<file path="src/rtl/ltd_pkg.sv">
// shared types and constants for the log entry timestamp dedup block
`default_nettype none

package ltd_pkg;

  localparam int unsigned ENTRY_ID_W = 5;
  localparam int unsigned RESET_ID_W = 3;
  localparam int unsigned BYTE_W     = 8;
  localparam int unsigned TICK_W     = 32;
  localparam int unsigned DATA_W     = 32;
  localparam int unsigned NOW_W      = 63;
  localparam int unsigned STAMP_W    = 64;
  localparam int unsigned REG_W      = 32;

  // one tick is 375/256 ms
  localparam int unsigned PROD_W     = 42;
  localparam int unsigned STEP_SHIFT = 8;
  localparam int unsigned OFF_W      = PROD_W - STEP_SHIFT;
  localparam logic signed [9:0] STEP_NUM = 10'sd375;
  localparam logic signed [PROD_W-1:0] RND_BIAS = PROD_W'(255);

  localparam logic MODE_REF   = 1'b0;
  localparam logic MODE_ENTRY = 1'b1;

  typedef enum logic [4:0] {
    ST_IDLE = 5'b00001,
    ST_EXEC = 5'b00010,
    ST_MUL  = 5'b00100,
    ST_RND  = 5'b01000,
    ST_EMIT = 5'b10000
  } ltd_state_e;

  typedef struct packed {
    logic capture;
    logic ref_evt;
    logic ref_fix;
    logic mul;
    logic rnd;
    logic emit;
  } ltd_cmd_t;

  typedef struct packed {
    logic mode;
    logic keep;
    logic out_busy;
  } ltd_sts_t;

endpackage

`default_nettype wire

</file>
<file path="src/rtl/ltd_ctrl.sv">
// sequencer for reference events and log entries
`default_nettype none

module ltd_ctrl (
  input  wire logic              clk_i,
  input  wire logic              rst_ni,
  input  wire logic              in_valid_i,
  output logic                   in_stall_o,
  input  wire ltd_pkg::ltd_sts_t sts_i,
  output ltd_pkg::ltd_cmd_t      cmd_o
);
  import ltd_pkg::*;

  ltd_state_e state_q, state_d;

  always_comb begin
    state_d = state_q;
    cmd_o   = '0;
    unique case (state_q)
      ST_IDLE: begin
        if (in_valid_i) begin
          cmd_o.capture = 1'b1;
          state_d       = ST_EXEC;
        end
      end
      ST_EXEC: begin
        if (sts_i.mode == MODE_REF) begin
          cmd_o.ref_evt = 1'b1;
          state_d       = ST_IDLE;
        end else begin
          cmd_o.ref_fix = 1'b1;
          state_d       = ST_MUL;
        end
      end
      ST_MUL: begin
        cmd_o.mul = 1'b1;
        state_d   = ST_RND;
      end
      ST_RND: begin
        cmd_o.rnd = 1'b1;
        state_d   = sts_i.keep ? ST_EMIT : ST_IDLE;
      end
      ST_EMIT: begin
        // hold until the output register is free
        if (!sts_i.out_busy) begin
          cmd_o.emit = 1'b1;
          state_d    = ST_IDLE;
        end
      end
      default: state_d = ST_IDLE;
    endcase
  end

  always_ff @(posedge clk_i or negedge rst_ni) begin
    if (!rst_ni) begin
      state_q <= ST_IDLE;
    end else begin
      state_q <= state_d;
    end
  end

  assign in_stall_o = (state_q != ST_IDLE);

endmodule

`default_nettype wire

</file>
<file path="src/rtl/ltd_dp.sv">
// datapath: reference table, last tick table, offset arithmetic, output register
`default_nettype none

module ltd_dp #(
  parameter int unsigned NUM_ENTRY_IDS = 32,
  parameter int unsigned NUM_RESET_IDS = 8
) (
  input  wire logic                                clk_i,
  input  wire logic                                rst_ni,
  input  wire ltd_pkg::ltd_cmd_t                   cmd_i,
  output ltd_pkg::ltd_sts_t                        sts_o,
  input  wire logic                                cfg_we_i,
  input  wire logic [ltd_pkg::REG_W-1:0]           cfg_data_i,
  input  wire logic                                mode_i,
  input  wire logic [ltd_pkg::BYTE_W-1:0]          entry_byte_i,
  input  wire logic [ltd_pkg::TICK_W-1:0]          tick_i,
  input  wire logic [ltd_pkg::DATA_W-1:0]          data_i,
  input  wire logic [ltd_pkg::NOW_W-1:0]           now_ms_i,
  input  wire logic                                out_stall_i,
  output logic                                     out_valid_o,
  output logic [ltd_pkg::ENTRY_ID_W-1:0]           log_id_o,
  output logic signed [ltd_pkg::STAMP_W-1:0]       timestamp_ms_o,
  output logic [ltd_pkg::DATA_W-1:0]               payload_o,
  output logic                                     registered_o
);
  import ltd_pkg::*;

  localparam int unsigned EID_W = (NUM_ENTRY_IDS > 1) ? $clog2(NUM_ENTRY_IDS) : 1;
  localparam int unsigned RID_W = (NUM_RESET_IDS > 1) ? $clog2(NUM_RESET_IDS) : 1;
  localparam int unsigned NUM_EID_CODES = 1 << ENTRY_ID_W;
  localparam int unsigned NUM_RID_CODES = 1 << RESET_ID_W;

  // id reduction tables
  logic [EID_W-1:0] eid_lut [NUM_EID_CODES];
  logic [RID_W-1:0] rid_lut [NUM_RID_CODES];

  for (genvar gi = 0; gi < NUM_EID_CODES; gi++) begin : g_eid_lut
    assign eid_lut[gi] = EID_W'(gi % NUM_ENTRY_IDS);
  end
  for (genvar gj = 0; gj < NUM_RID_CODES; gj++) begin : g_rid_lut
    assign rid_lut[gj] = RID_W'(gj % NUM_RESET_IDS);
  end

  logic [REG_W-1:0]   reg_ids_q;
  logic               mode_q;
  logic [EID_W-1:0]   eid_q;
  logic [RID_W-1:0]   rid_q;
  logic [TICK_W-1:0]  tick_q;
  logic [DATA_W-1:0]  data_q;
  logic [NOW_W-1:0]   now_q;

  logic [STAMP_W-1:0] ref_stamp_q [NUM_RESET_IDS];
  logic [TICK_W-1:0]  ref_tick_q  [NUM_RESET_IDS];
  logic [NUM_RESET_IDS-1:0] ref_valid_q;
  logic [TICK_W-1:0]  last_tick_q [NUM_ENTRY_IDS];
  logic [NUM_ENTRY_IDS-1:0] last_valid_q;

  logic signed [PROD_W-1:0] prod_q;
  logic signed [OFF_W-1:0]  off_q;
  logic [STAMP_W-1:0]       base_q;
  logic                     keep_q;

  logic                     out_valid_q;
  logic [ENTRY_ID_W-1:0]    log_id_q;
  logic [STAMP_W-1:0]       ts_q;
  logic [DATA_W-1:0]        payload_q;
  logic                     registered_q;

  logic [RESET_ID_W-1:0]    rid_code;
  logic                     found;
  logic [RID_W-1:0]         src;
  logic [RID_W-1:0]         rd_addr;
  logic [STAMP_W-1:0]       rd_stamp;
  logic [TICK_W-1:0]        rd_tick;
  logic [TICK_W-1:0]        delta;
  logic signed [PROD_W-1:0] prod_d;
  logic signed [PROD_W-1:0] biased;
  logic                     keep_d;
  logic                     out_busy;

  assign rid_code = (mode_i == MODE_ENTRY) ? entry_byte_i[BYTE_W-1 -: RESET_ID_W]
                                           : entry_byte_i[RESET_ID_W-1:0];

  // walk back from the previous reset id to the nearest valid reference
  always_comb begin
    logic [RID_W-1:0] p;
    found = 1'b0;
    src   = rid_q;
    p     = rid_q;
    for (int k = 1; k < NUM_RESET_IDS; k++) begin
      p = (p == '0) ? RID_W'(NUM_RESET_IDS - 1) : p - 1'b1;
      if (!found && ref_valid_q[p]) begin
        found = 1'b1;
        src   = p;
      end
    end
  end

  assign rd_addr  = cmd_i.ref_fix ? src : rid_q;
  assign rd_stamp = ref_stamp_q[rd_addr];
  assign rd_tick  = ref_tick_q[rd_addr];

  assign delta  = tick_q - rd_tick;
  assign prod_d = PROD_W'($signed(delta) * STEP_NUM);
  // truncate toward zero
  assign biased = prod_q + (prod_q[PROD_W-1] ? RND_BIAS : '0);
  assign keep_d = !(last_valid_q[eid_q] && !(last_tick_q[eid_q] < tick_q));

  assign out_busy = out_valid_q && out_stall_i;

  always_ff @(posedge clk_i or negedge rst_ni) begin
    if (!rst_ni) begin
      reg_ids_q    <= '0;
      ref_valid_q  <= '0;
      last_valid_q <= '0;
      out_valid_q  <= 1'b0;
      mode_q       <= MODE_REF;
      keep_q       <= 1'b0;
    end else begin
      if (cfg_we_i) begin
        reg_ids_q <= cfg_data_i;
      end
      if (cmd_i.capture) begin
        mode_q <= mode_i;
      end
      if (cmd_i.ref_evt || cmd_i.ref_fix) begin
        ref_valid_q[rid_q] <= 1'b1;
      end
      if (cmd_i.mul) begin
        keep_q <= keep_d;
      end
      if (cmd_i.emit) begin
        last_valid_q[eid_q] <= 1'b1;
      end
      out_valid_q <= cmd_i.emit || out_busy;
    end
  end

  always_ff @(posedge clk_i) begin
    if (cmd_i.capture) begin
      eid_q  <= eid_lut[entry_byte_i[ENTRY_ID_W-1:0]];
      rid_q  <= rid_lut[rid_code];
      tick_q <= tick_i;
      data_q <= data_i;
      now_q  <= now_ms_i;
    end
    if (cmd_i.ref_evt) begin
      ref_stamp_q[rid_q] <= STAMP_W'(now_q);
      ref_tick_q[rid_q]  <= tick_q;
    end else if (cmd_i.ref_fix && !ref_valid_q[rid_q]) begin
      if (found) begin
        ref_stamp_q[rid_q] <= rd_stamp;
        ref_tick_q[rid_q]  <= rd_tick;
      end else begin
        ref_stamp_q[rid_q] <= STAMP_W'(now_q);
        ref_tick_q[rid_q]  <= '0;
      end
    end
    if (cmd_i.mul) begin
      prod_q <= prod_d;
      base_q <= rd_stamp;
    end
    if (cmd_i.rnd) begin
      off_q <= biased[PROD_W-1:STEP_SHIFT];
    end
    if (cmd_i.emit) begin
      last_tick_q[eid_q] <= tick_q;
      log_id_q     <= ENTRY_ID_W'(eid_q);
      ts_q         <= base_q + STAMP_W'(off_q);
      payload_q    <= data_q;
      registered_q <= reg_ids_q[ENTRY_ID_W'(eid_q)];
    end
  end

  assign sts_o.mode     = mode_q;
  assign sts_o.keep     = keep_q;
  assign sts_o.out_busy = out_busy;

  assign out_valid_o    = out_valid_q;
  assign log_id_o       = log_id_q;
  assign timestamp_ms_o = $signed(ts_q);
  assign payload_o      = payload_q;
  assign registered_o   = registered_q;

endmodule

`default_nettype wire

</file>
<file path="src/rtl/log_entry_timestamp_dedup.sv">
// Log entry timestamping with duplicate suppression, top level.
// A kept log entry's word reaches the output register once the controller has stepped
// it from acceptance through the table read, the 32x10 multiplier, rounding and the add;
// the emit waits while the output register is busy. The block takes one item at a time:
// a new log entry or time-reference event is accepted only when the controller is idle.
// Reset clears control, valid bits and the id register; table contents are kept.
`default_nettype none

module log_entry_timestamp_dedup #(
  parameter int unsigned NUM_ENTRY_IDS = 32,
  parameter int unsigned NUM_RESET_IDS = 8
) (
  input  wire logic                          clk_i,
  input  wire logic                          rst_ni,
  input  wire logic                          cfg_valid_i,
  output logic                               cfg_ready_o,
  input  wire logic [ltd_pkg::REG_W-1:0]     cfg_data_i,
  input  wire logic                          in_valid_i,
  output logic                               in_stall_o,
  input  wire logic                          mode_i,
  input  wire logic [ltd_pkg::BYTE_W-1:0]    entry_byte_i,
  input  wire logic [ltd_pkg::TICK_W-1:0]    tick_i,
  input  wire logic [ltd_pkg::DATA_W-1:0]    data_i,
  input  wire logic [ltd_pkg::NOW_W-1:0]     now_ms_i,
  output logic                               out_valid_o,
  input  wire logic                          out_stall_i,
  output logic [ltd_pkg::ENTRY_ID_W-1:0]     log_id_o,
  output logic signed [ltd_pkg::STAMP_W-1:0] timestamp_ms_o,
  output logic [ltd_pkg::DATA_W-1:0]         payload_o,
  output logic                               registered_o
);
  import ltd_pkg::*;

  ltd_cmd_t cmd;
  ltd_sts_t sts;

  assign cfg_ready_o = 1'b1;

  ltd_ctrl u_ctrl (
    .clk_i      (clk_i),
    .rst_ni     (rst_ni),
    .in_valid_i (in_valid_i),
    .in_stall_o (in_stall_o),
    .sts_i      (sts),
    .cmd_o      (cmd)
  );

  ltd_dp #(
    .NUM_ENTRY_IDS (NUM_ENTRY_IDS),
    .NUM_RESET_IDS (NUM_RESET_IDS)
  ) u_dp (
    .clk_i          (clk_i),
    .rst_ni         (rst_ni),
    .cmd_i          (cmd),
    .sts_o          (sts),
    .cfg_we_i       (cfg_valid_i && cfg_ready_o),
    .cfg_data_i     (cfg_data_i),
    .mode_i         (mode_i),
    .entry_byte_i   (entry_byte_i),
    .tick_i         (tick_i),
    .data_i         (data_i),
    .now_ms_i       (now_ms_i),
    .out_stall_i    (out_stall_i),
    .out_valid_o    (out_valid_o),
    .log_id_o       (log_id_o),
    .timestamp_ms_o (timestamp_ms_o),
    .payload_o      (payload_o),
    .registered_o   (registered_o)
  );

endmodule

`default_nettype wire

</file>
<file path="config.mk">
export PLATFORM = sky130hd
export DESIGN_NAME = log_entry_timestamp_dedup
export DESIGN_NICKNAME = d
export VERILOG_FILES = /design/src/rtl/ltd_pkg.sv /design/src/rtl/ltd_ctrl.sv /design/src/rtl/ltd_dp.sv /design/src/rtl/log_entry_timestamp_dedup.sv
export SDC_FILE = /design/constraint.sdc
export NUM_CORES = 2
export LEC_CHECK = 0
export ABC_CLOCK_PERIOD_IN_PS = 15300
export BUFFER_PORTS_ARGS = -buffer_cell sky130_fd_sc_hd__buf_2
export CORE_UTILIZATION = 35
export CTS_BUF_LIST = sky130_fd_sc_hd__clkbuf_4 sky130_fd_sc_hd__clkbuf_8
export CTS_CLUSTER_DIAMETER = 30
export DETAILED_ROUTE_END_ITERATION = 6
export HOLD_SLACK_MARGIN = 0.03
export PLACE_DENSITY_LB_ADDON = 0.3
export SYNTH_ARGS = -nofsm -noshare
export SYNTH_HDL_FRONTEND = slang
export SYNTH_SLANG_ARGS = --single-unit
export TNS_END_PERCENT = 100
</file>
<file path="constraint.sdc">
create_clock -name clk_i -period 15.3 [get_ports clk_i]
set_clock_uncertainty 0.15 [all_clocks]
set_input_delay 2.295 -clock clk_i [delete_from_list [all_inputs] [get_ports clk_i]]
set_output_delay 2.295 -clock clk_i [all_outputs]
set_load 0.02 [all_outputs]
</file>
== Word-level counts from Yosys, hierarchy flattened ==
Memories as Yosys holds them, arrays and structs flattened. A register that Yosys moved wholly into a read port is not among the register bits.
Index checks and enable logic that the tools add are counted.
Widths: inputs -> output; s select.

* Register bits after elaboration: 449
* RAM bits: 1792
* Bits in read-only memories: 184
* Output and inout port bits: 105
* Word-level logic and storage cells: 169
* Memories: 5

{| class="wikitable"
|+ Memories
! name !! words !! width !! rd ports !! clocked after Yosys merged registers in !! wr ports !! line !! text
|-
| u_dp.last_tick_q || 32 || 32 || 1 || 0 || 1 || ltd_dp.sv:55 || <nowiki>logic [TICK_W-1:0] last_tick_q [NUM_ENTRY_IDS];</nowiki>
|-
| u_dp.ref_stamp_q || 8 || 64 || 1 || 0 || 1 || ltd_dp.sv:52 || <nowiki>logic [STAMP_W-1:0] ref_stamp_q [NUM_RESET_IDS];</nowiki>
|-
| u_dp.ref_tick_q || 8 || 32 || 1 || 0 || 1 || ltd_dp.sv:53 || <nowiki>logic [TICK_W-1:0] ref_tick_q [NUM_RESET_IDS];</nowiki>
|-
| (no name shown) || 32 || 5 || 1 || 1 || 0 || ltd_dp.sv:141 || <nowiki>eid_q <= eid_lut[entry_byte_i[ENTRY_ID_W-1:0]];</nowiki>
|-
| (no name shown) || 8 || 3 || 1 || 1 || 0 || ltd_dp.sv:142 || <nowiki>rid_q <= rid_lut[rid_code];</nowiki>
|}

* $add $sub $neg: 10
* Multiply operators: 1
* Magnitude comparators: 12
* Equality and inequality tests: 8
* Muxes and demuxes: 78
* Bitwise gates (word level): 8
* Reductions and logical operators: 30

{| class="wikitable"
|+ Operators with widths
! operator !! count
|-
| $mux 64 || 2
|-
| $add 64x64->64 || 1
|-
| $mux 32 || 2
|-
| $mux 3 || 17
|-
| $add 42x42->42 || 1
|-
| $mul 32x10->42 const B || 1
|-
| $mux 1 || 39
|-
| $lt 3x4->1 const B || 8
|-
| $lt 32x32->1 || 1
|-
| $or 32x32->32 || 1
|-
| $sub 32x32->32 || 1
|-
| $pmux 5 s5 || 1
|-
| $bmux 1 s3 || 8
|-
| $logic_not 3->1 || 7
|-
| $sub 3x1->3 const B || 7
|-
| $mux 5 || 3
|-
| $logic_and 1x1->1 || 11
|-
| $bmux 1 s5 || 2
|-
| $logic_not 1->1 || 9
|-
| $mux 8 || 1
|-
| $or 8x8->8 || 1
|-
| $lt 5x6->1 const B || 1
|-
| $not 5->6 || 1
|-
| $demux 1 s5 || 1
|-
| 15 further kinds || 20
|}

== Longest topological paths before layout ==
* Word-level depth: 29
* Depth in mapped cells: 61
* Depth with buffers taken out: 53

== Cells and area by module ==
From an unflattened synthesis, not the netlist that was laid out.

* Cells, all modules: 6160
* Area total of the unflattened synthesis: 98911.1 µm²

{| class="wikitable"
|+ Modules (own cells, without submodules)
! module !! instances !! cells each !! area an instance (µm²)
|-
| ltd_dp || 1 || 6117 || 98584.6
|-
| ltd_ctrl || 1 || 41 || 315.3
|-
| log_entry_timestamp_dedup || 1 || 2 || 11.3
|}

== Least setup slack after synthesis ==
No wires, ideal clock.

* Path type: reg-to-reg
* Start: register u_dp.rid_q[0]
* End: register u_dp.prod_q[41], data pin
* Setup time: 0.264 ns
* Arrival: 12.724 ns
* Data required time: 14.886 ns
* Setup slack: 2.163 ns
* Cell stages (with the launch flop): 59
* Path buffers: 9
* Period minus slack after synthesis: 13.137 ns
* Cell sequence: edfxtp_1 clkbuf_1 inv_1 ha_1 nand2b_4 buf_6 nand2_2 buf_4 clkbuf_1 ha_1 clkbuf_1 buf_2 and2_1 a221oi_1 mux2i_1 o21ai_1 nand4b_4 or4_1 [... 23 more ...] inv_1 fa_1 fa_1 inv_1 fa_1 inv_1 ha_1 and3_1 nand2_1 o21ai_0 a31o_2 a311o_1 o31a_1 o2111ai_1 a21o_1 o211ai_1 a221oi_1 xnor2_1

* Word-level cells in the longest chain between the ends: 27
* Elaborated cells on any way between the ends: 64
* Those cells by class: add/sub (8); mul (1); mux (35); reduce/logical (19); memory (1)

{| class="wikitable"
|+ RTL lines
! element !! line !! text
|-
| start, declared || ltd_dp.sv:47 || <nowiki>logic [RID_W-1:0] rid_q;</nowiki>
|-
| branches (longest 23 deep; another with $sub 3x1->3) || n/a ||
|-
| $mux 3 * || ltd_dp.sv:99 || <nowiki>assign rd_addr = cmd_i.ref_fix ? src : rid_q;</nowiki>
|-
| $mem_v2 8x32 * || n/a ||
|-
| $sub 32x32->32 * || ltd_dp.sv:103 || <nowiki>assign delta = tick_q - rd_tick;</nowiki>
|-
| $mul 32x10->42 * || ltd_dp.sv:104 || <nowiki>assign prod_d = PROD_W'($signed(delta) * STEP_NUM);</nowiki>
|-
| via u_dp.prod_d[41] || ltd_dp.sv:76 || <nowiki>logic signed [PROD_W-1:0] prod_d;</nowiki>
|-
| end signal, assigned || ltd_dp.sv:160 || <nowiki>prod_q <= prod_d;</nowiki>
|-
| end, declared || ltd_dp.sv:58 || <nowiki>logic signed [PROD_W-1:0] prod_q;</nowiki>
|}

Mark *: on every way through the listed nets, which the timed path passes. The select of a mux whose other input is x is not followed.
A chain may end at the register's enable or synchronous reset.

== Final worst setup path ==
Same ends and word-level chain as after synthesis.

==> impl_results.md <==
* Final setup viols at 0
* CTS root buf: clkbuf_8
* CP max stage delay at 730 ps
* Syn avg cell area at 16.7 sq um
* Post-DP HPWL at 151 mm
* Clk_lat worst skew at 1110 ps
* CP endpoint kind: flop
* First-pass GRT wire length at 383 mm
* Largest net degree at the start of global routing at 88
* Syn_nets at 6,471
* FF-to-FF End: u_dp.prod_q[41]
* Layout cells sized above 1 at 0.260
* Worst-Margin Slew at 1170 ps
* Mapped Cells at 5,905
* Number of port buffers at 276
* CTS Buffer Depth at 4
* Cell Area, Synth at 0.0989 sq mm
* Share of the clock period used by the worst path at 0.939
* Dominant synthesized flop cell: edfxtp_1
* Endpoint with the worst hold slack: u_dp.payload_o[19]
* Status: finished with violations
* Fin Setup TNS at 0 ps
* Register bit total from synthesis at 2,249
* Startpoint Class: flop
* Final nets at 7,115
* Sequential fraction of the synthesis area at 0.679
* Crit path required time at 15,930 ps
* CTS tree: built
* Drt pass-1 iters at 7
* Top-area cell type share of the netlist area at 0.659
* Ys Warns at 0
* EDFF count, synth at 2,169
* Total congestion overflow at 0
* Post-layout util at 0.412
* Clock-pin slew on the worst setup and hold paths at 70 ps
* Hold Vio Cnt, Final at 0
* Vias in the first global route at 57,136
* Initial Utilization at 0.353
* Post-route ant nets at 0
* Total Routing Usage GR at 0.181
* Routed wire per std cell at 24.5 um
* Setup Crit Path Kind: flop to flop
* Clk sinks at 2,249
* Peak Freq at 69.6 MHz
* Worst Path Max Fanout at 48
* Core area at 0.280 sq mm
* Hold Path Origin: u_dp.data_q[19]
* CP arrival at 15,000 ps
* Die area at 0.285 sq mm
* Width of the chip at 533 um
* Hold Crit Class: flop to flop
* CP dominant cell by count: inv_1
* RSZ-0062 raised after global routing: false
* R2R cell count at 49
* CTS Buf Count at 449
* Area delta synth->final at 16.6%
* Max_slew headroom at 0.220
* Initial antenna violation count at 18
* Synth cell types at 88
* Register-to-register setup slack at 940 ps
* Max-cap violations at 0
* Vias per inst at 5.19
* Post-CTS sizing at 0
* Time the worst path needs with I/O delays and setup at 14,360 ps
* DRT iter0 DRCs at 4,735
* Post-CTS Setup Inserts at 0
* Ys async rst share at 0.0356
* Residual DRC at 1
* R2R Path Start: u_dp.rid_q[0]
* Die Height at 533 um
* DR vias at 55,322
* Failing checks: DRC
* Ports at 278
* Largest cells by area after synthesis: edfxtp_1 (66%), mux4_2 (6.4%), mux2i_1 (4.1%)
* Routed WL at 261 mm
* Slowest-stage cell, CP: edfxtp_1
* Synth area leader: edfxtp_1
* Num rows at 194
* H-tree levels at 5
* Placer's final routability congestion estimate at 0.835
* Hold depth at 0
* Fin. max-slew vios at 0
* Cts hold-fix bufs at 0
[worst max-delay path: cells and delay by family, from the launching register on]
family	cells	cell delay, ps
DFF	1	730
adders and majority gates	8	3490
AOI/OAI and AO/OA	17	4050
muxes	2	360
xor gates and xnor gates	3	1110
and+or+nand+nor	13	3240
buffers and inverters	6	860
[flip-flops by register name, indices dropped and copies added, names as in the netlist, 8 cells and up]
| name | cells |
|---|---|
| u_dp.base_q | 64 |
| u_dp.now_q | 63 |
| u_dp.prod_q | 42 |
| u_dp.ref_stamp_q | 512 |
| u_dp.ref_valid_q | 8 |
| u_dp.data_q | 32 |
| u_dp.payload_o | 32 |
| u_dp.tick_q | 32 |
| u_dp.ref_tick_q | 256 |
| u_dp.off_q | 34 |
| u_dp.timestamp_ms_o | 64 |
| u_dp.last_tick_q | 1024 |
| u_dp.last_valid_q | 32 |
| u_dp.reg_ids_q | 32 |
[worst max-delay path by stage]
stage | start | endpoint | slack (ps) | depth (start not counted)
finish | u_dp.rid_q[0] | u_dp.prod_q[41] | 940 | 49
detailed placement | u_dp.rid_q[0] | u_dp.prod_q[41] | 1010 | 47
CTS | u_dp.rid_q[0] | u_dp.prod_q[41] | 880 | 51
global placement | u_dp.rid_q[0] | u_dp.prod_q[40] | 1230 | 47
floorplan | u_dp.rid_q[0] | u_dp.prod_q[41] | 2160 | 58
global route | u_dp.rid_q[0] | u_dp.prod_q[41] | 3 | 49
[stage by stage]
step | hold WS, ps | setup WS [ps] | cells | cell area [sq um]
2_1_floorplan | 250 | 2160 | 5905 | 98900
3_3_place_gp | 250 | 1230 | 9821 | 105000
3_5_place_dp | 255 | 1010 | 9821 | 105000
4_1_cts | 252 | 881 | 10653 | 115000
5_1_grt | 263 | 2.81 | 10656 | 115000
6_report | 258 | 936 | 10658 | 115000
[per-layer routing]
| metal | vias to the layer above | GRT usage | wire length [um] |
|---|---|---|---|
| li1 | 24357 | - | - |
| met1 | 28627 | 0.244 | 113000 |
| met2 | 1874 | 0.300 | 126000 |
| met3 | 460 | 0.0272 | 14800 |
| met4 | 4 | 0.0573 | 7080 |
| met5 | - | 0 | 30 |
[final cells by class]
| cell class | count | area (sq um) |
|---|---|---|
| flip-flops and latches | 2249 | 67100 |
| clock inverters | 272 | 2800 |
| diodes | 4 | 10.0 |
| well taps | 3724 | 4660 |
| multi-input cells | 3142 | 30000 |
| repair buffers | 426 | 2570 |
| fillers | 25242 | 165000 |
| clock buffers | 560 | 7080 |
| inverters | 281 | 1060 |
[synthesized netlist by cell type, types with 23 or more instances]
cell	instances
a21o_1	97
a21oi_1	131
a22oi_1	132
and2_1	23
and3_1	33
buf_1	37
buf_2	50
buf_4	23
clkbuf_1	123
dfrtp_1	79
edfxtp_1	2169
fa_1	141
ha_1	252
inv_1	280
mux2_2	197
mux2i_1	402
mux4_2	281
nand2_1	447
nand2b_1	23
nand3_1	109
nand4_1	53
nor2_1	123
nor3_1	23
o21ai_0	144
o21bai_1	24
o221ai_1	33
or2_2	37
xnor2_1	132
xor2_1	60
[cells in the final DEF, fill, tap and decap left out, types with 101 or more instances in the layout]
cell and n:
edfxtp_1 2169, clkbuf_8 459, nand2_1 446, mux2i_1 402, mux4_2 281, inv_1 279, buf_2 275, ha_1 251
mux2_2 197, buf_4 146, o21ai_0 144, fa_1 141, xnor2_1 132, a22oi_1 132, a21oi_1 129, nand3_1 108
clkbuf_4 101
[cells by family after synthesis]
family,synth area share
AOI/OAI and AO/OA,0.0482
and+or+nand+nor,0.0459
buffers and inverters,0.0211
other,0.0000379
DFF,0.679
adders and majority gates,0.0607
muxes,0.128
xor gates and xnor gates,0.0173
Power is left out: the tool's default activity adds up to more than one toggle a clock period on the data nets, which glitch-free logic cannot reach.
